### config.mk
export PLATFORM = sky130hd
export DESIGN_NAME = mtg_ctrl
export DESIGN_NICKNAME = d
export VERILOG_FILES = /design/src/rtl/core/mtg_pkg.sv /design/src/rtl/core/mtg_ctrl.sv
export SDC_FILE = /design/constraint.sdc
export NUM_CORES = 1
export LEC_CHECK = 0
export BUFFER_PORTS_ARGS = -buffer_cell sky130_fd_sc_hd__buf_2
export CORE_AREA = 2 2 39 41
export CTS_CLUSTER_DIAMETER = 80
export DETAILED_ROUTE_END_ITERATION = 8
export DIE_AREA = 0 0 41 43
export MAX_ROUTING_LAYER = met4
export PLACE_DENSITY = 0.5
export SLEW_MARGIN = 20
export SYNTH_ARGS = -nofsm -noshare
export SYNTH_HDL_FRONTEND = slang
export SYNTH_SLANG_ARGS = --single-unit
### constraint.sdc
create_clock -name clk -period 1.9 [get_ports clk]
set_input_delay 0.38 -clock clk [delete_from_list [all_inputs] [get_ports clk]]
set_output_delay 0.38 -clock clk [all_outputs]
set_load 0.05 [all_outputs]
### src/rtl/core/mtg_pkg.sv
package mtg_pkg;

  // Default geometry of the generator
  localparam int STATE_DEPTH_DEF  = 624;
  localparam int TWIST_OFFSET_DEF = 397;

  // Fixed field widths
  localparam int WORD_W       = 32;
  localparam int CMD_W        = 2;
  localparam int LOAD_INDEX_W = 10;
  localparam int S_TDATA_W    = 48;   // load_index + load_word, padded to bytes

  // Request kinds (travel on s_tuser)
  localparam logic [CMD_W-1:0] CMD_DRAW   = 2'd0;
  localparam logic [CMD_W-1:0] CMD_RESEED = 2'd1;
  localparam logic [CMD_W-1:0] CMD_LOAD   = 2'd2;

  // Algorithm constants
  localparam logic [WORD_W-1:0] TWIST_XOR = 32'h9908_b0df;
  localparam logic [WORD_W-1:0] TEMPER_B  = 32'h9d2c_5680;
  localparam logic [WORD_W-1:0] TEMPER_C  = 32'hefc6_0000;
  localparam logic [WORD_W-1:0] LCG_MUL   = 32'd69069;
  localparam logic [WORD_W-1:0] AUTO_SEED = 32'd4357;

  // Controller to datapath commands
  typedef struct packed {
    logic seed_init;   // load LCG state and clear step counter
    logic seed_auto;   // with seed_init: use the built-in seed
    logic seed_hi;     // first LCG step of a word
    logic seed_lo;     // second LCG step, write the word
    logic tw_prime;    // read word 0 ahead of the twist
    logic tw_read;     // twist read phase
    logic tw_write;    // twist write phase
    logic emit;        // temper read data into output register
    logic load;        // write one word from the request
  } dp_cmd_t;

  // Datapath status back to the controller
  typedef struct packed {
    logic step_last;   // step counter on the final table entry
    logic pos_full;    // every word used, twist due
    logic unseeded;    // table never seeded
    logic out_free;    // output register can take a word
  } dp_status_t;

  function automatic logic [WORD_W-1:0] temper(input logic [WORD_W-1:0] w);
    logic [WORD_W-1:0] y;
    y = w ^ (w >> 11);
    y = y ^ ((y << 7) & TEMPER_B);
    y = y ^ ((y << 15) & TEMPER_C);
    y = y ^ (y >> 18);
    return y;
  endfunction

endpackage

### src/rtl/core/mtg_ctrl.sv
module mtg_ctrl
  import mtg_pkg::*;
(
  input  logic             clk,
  input  logic             rst,
  input  logic             in_valid,
  output logic             in_ready,
  input  logic [CMD_W-1:0] in_command,
  input  dp_status_t       status,
  output dp_cmd_t          cmd
);

  localparam logic [2:0] S_IDLE      = 3'd0;
  localparam logic [2:0] S_SEED_HI   = 3'd1;
  localparam logic [2:0] S_SEED_LO   = 3'd2;
  localparam logic [2:0] S_TW_PRIME  = 3'd3;
  localparam logic [2:0] S_TW_READ   = 3'd4;
  localparam logic [2:0] S_TW_WRITE  = 3'd5;
  localparam logic [2:0] S_DRAW_READ = 3'd6;
  localparam logic [2:0] S_DRAW_EMIT = 3'd7;

  logic [2:0] state;
  logic [2:0] state_next;
  logic       draw_pend;       // a draw waits behind the auto-seed
  logic       draw_pend_next;

  always_ff @(posedge clk) begin
    if (rst) begin
      state     <= S_IDLE;
      draw_pend <= 1'b0;
    end else begin
      state     <= state_next;
      draw_pend <= draw_pend_next;
    end
  end

  always_comb begin
    state_next     = state;
    draw_pend_next = draw_pend;
    cmd            = '0;
    in_ready       = (state == S_IDLE);
    unique case (state)
      S_IDLE: begin
        if (in_valid) begin
          unique case (in_command)
            CMD_DRAW: begin
              if (status.unseeded) begin
                cmd.seed_init  = 1'b1;
                cmd.seed_auto  = 1'b1;
                draw_pend_next = 1'b1;
                state_next     = S_SEED_HI;
              end else if (status.pos_full) begin
                state_next = S_TW_PRIME;
              end else begin
                state_next = S_DRAW_EMIT;
              end
            end
            CMD_RESEED: begin
              cmd.seed_init  = 1'b1;
              draw_pend_next = 1'b0;
              state_next     = S_SEED_HI;
            end
            CMD_LOAD: begin
              cmd.load = 1'b1;
            end
            default: ;
          endcase
        end
      end
      S_SEED_HI: begin
        cmd.seed_hi = 1'b1;
        state_next  = S_SEED_LO;
      end
      S_SEED_LO: begin
        cmd.seed_lo = 1'b1;
        if (status.step_last) begin
          draw_pend_next = 1'b0;
          state_next     = draw_pend ? S_TW_PRIME : S_IDLE;
        end else begin
          state_next = S_SEED_HI;
        end
      end
      S_TW_PRIME: begin
        cmd.tw_prime = 1'b1;
        state_next   = S_TW_READ;
      end
      S_TW_READ: begin
        cmd.tw_read = 1'b1;
        state_next  = S_TW_WRITE;
      end
      S_TW_WRITE: begin
        cmd.tw_write = 1'b1;
        state_next   = status.step_last ? S_DRAW_READ : S_TW_READ;
      end
      S_DRAW_READ: begin
        state_next = S_DRAW_EMIT;
      end
      S_DRAW_EMIT: begin
        if (status.out_free) begin
          cmd.emit   = 1'b1;
          state_next = S_IDLE;
        end
      end
      default: state_next = S_IDLE;
    endcase
  end

endmodule

# After elaboration in Yosys (flattened, before gate mapping)
# Cells that the tools add are included.
[totals] register_bits=4 in_bits=9 out_inout_bits=10 word_cells=50
[op_classes] eq_ne=14 n_mux=29 reduce_logical=5
[op_table] op="3-bit one-hot mux with 8 select lines" count=1
[op_table] op="1-bit 2-to-1 mux" count=14
[op_table] op="3-bit == test, second input constant" count=4
[op_table] op="2-bit 2-to-1 mux" count=6
[op_table] op="3-bit 2-to-1 mux" count=4
[op_table] op="3-bit by 2-bit == test with 1-bit output, second input constant" count=2
[op_table] op="2-bit inequality test, second input constant" count=3
[op_table] op="1-bit one-hot mux with 2 select lines" count=3
[op_table] op="3-bit one-hot mux with 2 select lines" count=1
[op_table] op="5-bit AND reduction" count=1
[op_table] op="3-bit by 1-bit == test with 1-bit output, second input constant" count=1
[op_table] op="3-bit zero test" count=1
[op_table] op="3-bit by 1-bit inequality test with 1-bit output, second input constant" count=1
[op_table] op="3-bit inequality test, second input constant" count=1
[op_table] op="3-bit AND reduction" count=1
[op_table] op="2-bit by 1-bit == test with 1-bit output, second input constant" count=1
[op_table] op="2-bit == test, second input constant" count=1
[op_table] op="2-bit zero test" count=1
[op_table] op="2-bit nonzero test" count=1

# Logic depth before layout (Yosys ltp)
# Gate-level depths: netlist (run 1).
[depth] ltp_word=5 ltp_mapped=5 mapped_depth_nobuf=4

# Worst setup path after synthesis (run 1)
# Ideal clock, no wire load.
[synth_timing] kind="reg-to-output" startpoint="register state[1]" endpoint="output port cmd[0] in the netlist's numbering" arrival_time_ps=1921 t_required_ps=1520 setup_slack_ps=-401 stages_incl_launch_ff=4 cell_sequence="dfxtp_1 -> buf_6 -> or3_4 -> nor3_1"
[synth_lines] element="start: declaration" line_no="mtg_ctrl.sv:22" rtl="logic [2:0] state;"
[synth_lines] element="start signal: assignment" line_no="mtg_ctrl.sv:32" rtl="state <= state_next;"
[synth_lines] element="end: declaration" line_no="mtg_ctrl.sv:10" rtl="output dp_cmd_t cmd"

==> flow_metrics.py, run 1 <==
metrics = {
    "outcome": {
        "status": "completed",
    },
    "power": {
        "pwr-share-clk": 0.228,
        "seqPwrFrac": 0.222,
        "intPower_mw": 0.2491,
        "p_sw_frac": 0.4547,
        "netSwitchingPower_mw": 0.2078,
        "ir_worst_vdd_mv": 0.3412,
        "total_leakage_power_nw": 0.2409,
        "p_comb_frac": 0.550,
        "power_per_cell_area_mw_per_mm2": 890.7,
    },
    "synth": {
        "syn-instance-count": 44,
        "synth_cell_types": 24,
        "yosysTopAreaCell": "dfxtp_1",
        "synth_seq_cells": 4,
        "postSynthAreaPerCell_um2": 7.564,
        "ys_seq_area_frac": 0.2406,
        "synth.net_count": 53,
        "yosysWarnings": 0,
        "ys_top_cells_by_area": "dfxtp_1 (24%), nor3_1 (7.5%), nand2_1 (5.6%)",
        "synth.top_cell.area_share": 0.2406,
        "synth_area_um2": 332.8,
    },
    "finish": {
        "final_cell_count_no_fill": 82,
        "syn_to_final_growth_pct": 54.14,
        "diodes": 0,
        "regArea_um2": 80.08,
        "multi_input_area_um2": 245.2,
        "mostFrequentLayoutCell": "buf_2",
        "final_nets": 77,
        "design_area_um2": 513.0,
        "drive_above_1_share": 0.5152,
        "fill_cells": 151,
        "final_cell_mix": "buf_2 (16), nand2_1 (5), buf_4 (5), dfxtp_1 (4)",
    },
    "sta": {
        "finalMaxSlewViolations": 0,
        "fin_hold_ws_ns": 0.3351,
        "setup-violations-final": 0,
        "hold_violations": 0,
        "rsz0062_at_grt": "true",
        "fmax_ghz": 0.5373,
        "worst_slew_pin_slew_ns": 0.2751,
        "slew_headroom": 0.8151,
        "setup_ws_ns": 0.03892,
        "clock_skew_ns": 0.003214,
        "layout_min_cycle_time_ns": 1.861,
        "period_share": 0.9795,
    },
    "hold_path": {
        "worstHoldPathCells": 2,
        "hold_path.class": "input pin to register",
    },
    "floorplan": {
        "fp.coreArea_mm2": 0.001384,
        "rows": 14,
        "dieArea_mm2": 0.001763,
        "pin_count": 19,
        "die_w_um": 41,
        "start_util": 0.2405,
        "die_h_um": 43,
    },
    "cts": {
        "path_clk_slew_ns": 0.04,
        "numCtsBuffers": 3,
        "htreeDepth": 1,
        "tritoncts": "done",
        "clk_path_buf_depth": 2,
        "clock_sinks": 4,
        "clk_latency_ns": 0.23,
        "cts_root_buffer": "clkbuf_4",
    },
    "grt": {
        "grt_pass1_wl_um": 1497,
        "antenna_found_initial": 0,
        "grt_pass1_vias": 347,
        "grt_max_degree": 13,
        "grt_overflow": 0,
        "track_usage": 0.1256,
    },
    "placement": {
        "gp_congestion": 0.7473,
        "dpl_cell_area_um2": 467.9,
        "io_buffers": 18,
        "pre_cts_ws_ns": 0.1634,
        "hpwl_um": 731.1,
        "dpl.cell_count": 78,
    },
    "critical_path": {
        "crit_path_top_delay_cell": "or3_4",
        "crit_path_end_kind": "output port",
        "worstPathCellList": "or3_4, clkinv_2, nand4b_1, nor2_4, buf_8",
        "worstPathRequired_ns": 1.52,
        "worstPathMaxFanout": 5,
        "arrival_ns": 1.48,
        "critPathKind": "register to output port",
        "max_stage_delay_ns": 0.42,
        "r2r_cells": 5,
        "crit_path_start_kind": "register",
    },
    "job": {
        "drv_cap": 0,
    },
    "routing": {
        "drt_iter0_drc": 1,
        "ant_nets": 0,
        "num_vias": 386,
        "drcViolationCount": 0,
        "drt-pass1-iter-count": 3,
        "wl_per_cell_um": 11.28,
        "wirelength_um": 925,
        "via_per_inst": 4.707,
    },
}
-- state kept, by name (all words and copies together) (netlist names) --
signal     count
state          3
draw_pend      1
-- cells in the mapped netlist --
| cell | number |
|---|---|
| o32ai_1 | 1 |
| o31a_1 | 1 |
| a221oi_2 | 1 |
| and3b_1 | 1 |
| nand2b_1 | 1 |
| nor2b_1 | 2 |
| nand2_1 | 5 |
| o31ai_1 | 1 |
| o211a_1 | 1 |
| clkbuf_1 | 1 |
| o21a_1 | 2 |
| or3_4 | 1 |
| nand4b_1 | 1 |
| o41ai_2 | 1 |
| buf_6 | 1 |
| nor3_1 | 5 |
| and3_1 | 2 |
| nor2_1 | 4 |
| buf_2 | 1 |
| inv_1 | 2 |
| o21ai_0 | 1 |
| clkinv_2 | 1 |
| dfxtp_1 | 4 |
| a21oi_1 | 3 |
-- kinds of logic (layout without fill, tap and decap cells) --
family | Yosys count | after routing | share of synthesized area
and+or+nand+nor | 22 | 22 | 0.3571
AOI/OAI and AO/OA | 12 | 12 | 0.3045
DFF | 4 | 4 | 0.2406
buffers and inverters | 6 | 28 | 0.09771
-- power by group through the flow --
stage | Combinational [mW] | Sequential (mW) | Clock (mW)
after CTS | 0.248 | 0.101 | 0.108
after detailed placement | 0.244 | 0.102 | 0
after global placement | 0.245 | 0.103 | 0
after floorplan | 0.191 | 0.100 | 0
final | 0.251 | 0.101 | 0.104
after global routing | 0.271 | 0.103 | 0.116
-- metal layers --
metal / GRT usage / part of all wire
met1: 0.1677 / 0.45
met2: 0.1719 / 0.46
met3: 0.04712 / 0.089
met4: 0.04000 / 0
met5: - / 0
-- cell type report --
class / instances / area share
multi-input combinational: 34 / 0.4780
timing repair buffer: 22 / 0.2585
sequential: 4 / 0.1561
clock buffer: 3 / 0.04390
tap: 16 / 0.03902
inverter: 3 / 0.02439
-- metrics by stage --
step | util | TNS, ns | power (mW)
floorplan | - | -0.001459 | 0.2911
global placement | 0.3382 | 0 | 0.3471
detailed placement | 0.3382 | 0 | 0.3462
CTS | 0.3608 | 0 | 0.4568
global route | 0.3707 | -0.02500 | 0.4903
finish | 0.3707 | 0 | 0.4569
-- worst max-delay path, delay by kind of cell, from the launching register on --
kind                   cells  cell delay [ns]
and+or+nand+nor            3             0.72
DFF                        1             0.30
buffers and inverters      2             0.22
-- what timing repair did --
| item | 4_1_cts | 5_1_grt |
|---|---|---|
| pin swaps | 1 | 0 |
| setup endpoints to repair | 2 | 2 |
| gates resized for setup | 3 | 2 |
| hold buffers | 0 | 0 |
| buffers inserted | 0 | 1 |
-- path summary, 6_finish.rpt --
path / slack, ns / from / endpoint
max: 0.04 / state[1] / cmd[7]
min reg2reg: 0.53 / draw_pend / draw_pend
max reg2reg: 0.47 / state[1] / draw_pend
min: 0.34 / rst / draw_pend
(Power assumes the default switching activity.)
==> inputs of run 2 (changes only) <==
--- a/config.mk
+++ b/config.mk
@@ -5,13 +5,14 @@
 export SDC_FILE = /design/constraint.sdc
 export NUM_CORES = 1
 export LEC_CHECK = 0
+export ABC_AREA = 1
 export BUFFER_PORTS_ARGS = -buffer_cell sky130_fd_sc_hd__buf_2
 export CORE_AREA = 2 2 39 41
 export CTS_CLUSTER_DIAMETER = 80
 export DETAILED_ROUTE_END_ITERATION = 8
 export DIE_AREA = 0 0 41 43
 export MAX_ROUTING_LAYER = met4
-export PLACE_DENSITY = 0.5
+export PLACE_DENSITY = 0.52
 export SLEW_MARGIN = 20
 export SYNTH_ARGS = -nofsm -noshare
 export SYNTH_HDL_FRONTEND = slang
==> flow_metrics.py, run 2 <==
metrics = {
    "sta": {
        "period_share": 0.9439,
        "fmax_ghz": 0.5576,
        "hold_violations": 0,
        "rsz0062_at_grt": "false",
        "setup-violations-final": 0,
        "layout_min_cycle_time_ns": 1.793,
        "clock_skew_ns": 0.003609,
        "fin_hold_ws_ns": 0.3260,
        "slew_headroom": 0.7948,
        "worst_slew_pin_slew_ns": 0.3052,
        "finalMaxSlewViolations": 0,
    },
    "finish": {
        "multi_input_area_um2": 277.8,
        "diodes": 0,
        "utilization": 0.4087,
        "syn_to_final_growth_pct": 45.34,
        "final_cell_mix": "nand2_1 (17), buf_2 (17), nor2_1 (11), inv_1 (7)",
        "drive_above_1_share": 0.4333,
        "largest_reg_flops": 3,
        "reg.largest.list": "state: 3 flops, draw_pend: 1 flops",
        "regArea_um2": 80.08,
        "fill_cells": 162,
        "top_register": "state",
        "final_nets": 101,
    },
    "grt": {
        "grt_max_degree": 12,
        "grt_pass1_wl_um": 1669,
        "grt_pass1_vias": 426,
        "antenna_found_initial": 0,
        "grt_overflow": 0,
        "track_usage": 0.1451,
    },
    "job": {
        "drv_cap": 0,
    },
    "hold_path": {
        "worstHoldPathCells": 2,
        "hold_path.class": "input pin to register",
        "hold_start": "rst",
        "min_to": "state[2]",
    },
    "placement": {
        "gp_congestion": 0.7483,
        "io_buffers": 18,
        "hpwl_um": 832.2,
    },
    "power": {
        "total_leakage_power_nw": 0.3209,
        "total_power_mw": 0.8810,
        "ir_worst_vdd_mv": 0.5072,
        "power_per_cell_area_mw_per_mm2": 1558,
    },
    "routing": {
        "drt_iter0_drc": 2,
        "wirelength_um": 1026,
        "wl_per_cell_um": 9.679,
        "drt-pass1-iter-count": 4,
        "ant_nets": 0,
        "num_vias": 503,
        "drcViolationCount": 0,
        "via_per_inst": 4.745,
    },
    "cts": {
        "cts_root_buffer": "clkbuf_4",
        "path_clk_slew_ns": 0.04,
        "htreeDepth": 1,
        "clk_latency_ns": 0.24,
        "holdBufCountCts": 0,
        "clock_sinks": 4,
        "tritoncts": "done",
        "clk_path_buf_depth": 2,
        "numCtsBuffers": 3,
        "cts_setup_buffers": 0,
    },
    "synth": {
        "synth.top_cell.area_share": 0.2058,
        "ys_seq_area_frac": 0.2058,
        "yosysWarnings": 0,
        "synth.net_count": 76,
        "synth_edf_count": 0,
        "async_flop_share": 0,
        "yosysTopAreaCell": "dfxtp_1",
        "synth_cell_types": 19,
        "ys_top_cells_by_area": "dfxtp_1 (21%), nand2_1 (16%), nor2_1 (11%)",
        "syn-instance-count": 67,
        "postSynthAreaPerCell_um2": 5.808,
        "synth_commonest_cells": "nand2_1 (17), nor2_1 (11), inv_1 (7)",
        "synth_seq_cells": 4,
        "ys.flop_type": "dfxtp_1",
        "synth_area_um2": 389.1,
        "synth.most_common_cell": "nand2_1",
    },
    "critical_path": {
        "crit_path_top_delay_cell": "dfxtp_1",
        "critPathKind": "register to output port",
        "worstPathMaxFanout": 4,
        "crit_path_start_kind": "register",
        "crit_path_end_kind": "output port",
        "r2r_cells": 6,
        "arrival_ns": 1.41,
        "r2r_end": "draw_pend",
        "worstPathRequired_ns": 1.52,
        "max_stage_delay_ns": 0.32,
        "rrSetupSlack_ns": 0.73,
        "r2r_start": "state[2]",
        "worstPathCellList": "nor2_4, nand2_2, inv_6, nand2_1, nor4_4, buf_4",
    },
    "floorplan": {
        "pin_count": 19,
        "start_util": 0.2812,
        "fp.coreArea_mm2": 0.001384,
        "die_w_um": 41,
        "die_h_um": 43,
        "dieArea_mm2": 0.001763,
        "rows": 14,
    },
    "outcome": {
        "status": "completed",
    },
}
run 2: power by group:
group | switching (mW) | internal [mW] | leakage [nW] | total (mW)
clock | 0.0339 | 0.0706 | 0.0138 | 0.105
sequential | 0.0306 | 0.115 | 0.0330 | 0.146
combinational | 0.451 | 0.180 | 0.274 | 0.631
total | 0.515 | 0.366 | 0.321 | 0.881
run 2: cell families (layout without fill, tap and decap cells):
family / after synthesis / in the layout / share of synthesized area
simple gates: 44 / 44 / 0.5563
compound gates: 6 / 6 / 0.09326
buf+inv: 13 / 36 / 0.1447
flops: 4 / 4 / 0.2058
run 2: stage by stage:
| stage | instance area [um^2] | setup WS [ns] | std cells | TNS (ns) |
|---|---|---|---|---|
| after floorplan | 414.1 | -0.01646 | 67 | -0.02194 |
| after global placement | 535.5 | 0.2573 | 103 | 0 |
| after detailed placement | 535.5 | 0.2315 | 103 | 0 |
| after CTS | 560.5 | 0.03351 | 106 | 0 |
| after global routing | 565.5 | 0.01298 | 106 | 0 |
| final | 565.5 | 0.1066 | 106 | 0 |
run 2: how the worst max path moves through the flow:
stage | startpoint | endpoint | slack, ns
after floorplan | state[0] | cmd[0] | -0.02
after global placement | state[0] | cmd[7] | 0.26
after detailed placement | state[0] | cmd[7] | 0.23
after CTS | state[0] | cmd[7] | 0.03
after global routing | state[0] | cmd[7] | 0.01
final | state[0] | cmd[7] | 0.11
run 2: cell type report:
cell class	count	share of cell area
clock buffers	3	0.03982
well taps	16	0.03540
flip-flops and latches	4	0.1416
repair buffers	21	0.2035
multi-input cells	50	0.4912
inverters	12	0.08850
run 2: metal layers:
layer  track usage  vias up  part of all wire  routed length, um
li1              -      264                 -                  -
met1        0.1768      220              0.47                480
met2        0.2031       17              0.47                486
met3       0.01571        2             0.044                 45
met4        0.1200        0             0.013                 13
met5             -        -                 0                  0
run 2: timing repair:
item                       4_1_cts  5_1_grt
pin swaps                        0        0
gates cloned                     0        0
setup endpoints to repair        1        2
gates resized for setup          1        1
run 2: worst max-delay path: cells and delay by family (launching register included):
family | cells | cell delay, ns
and+or+nand+nor | 4 | 0.57
buffers and inverters | 2 | 0.29
DFF | 1 | 0.32
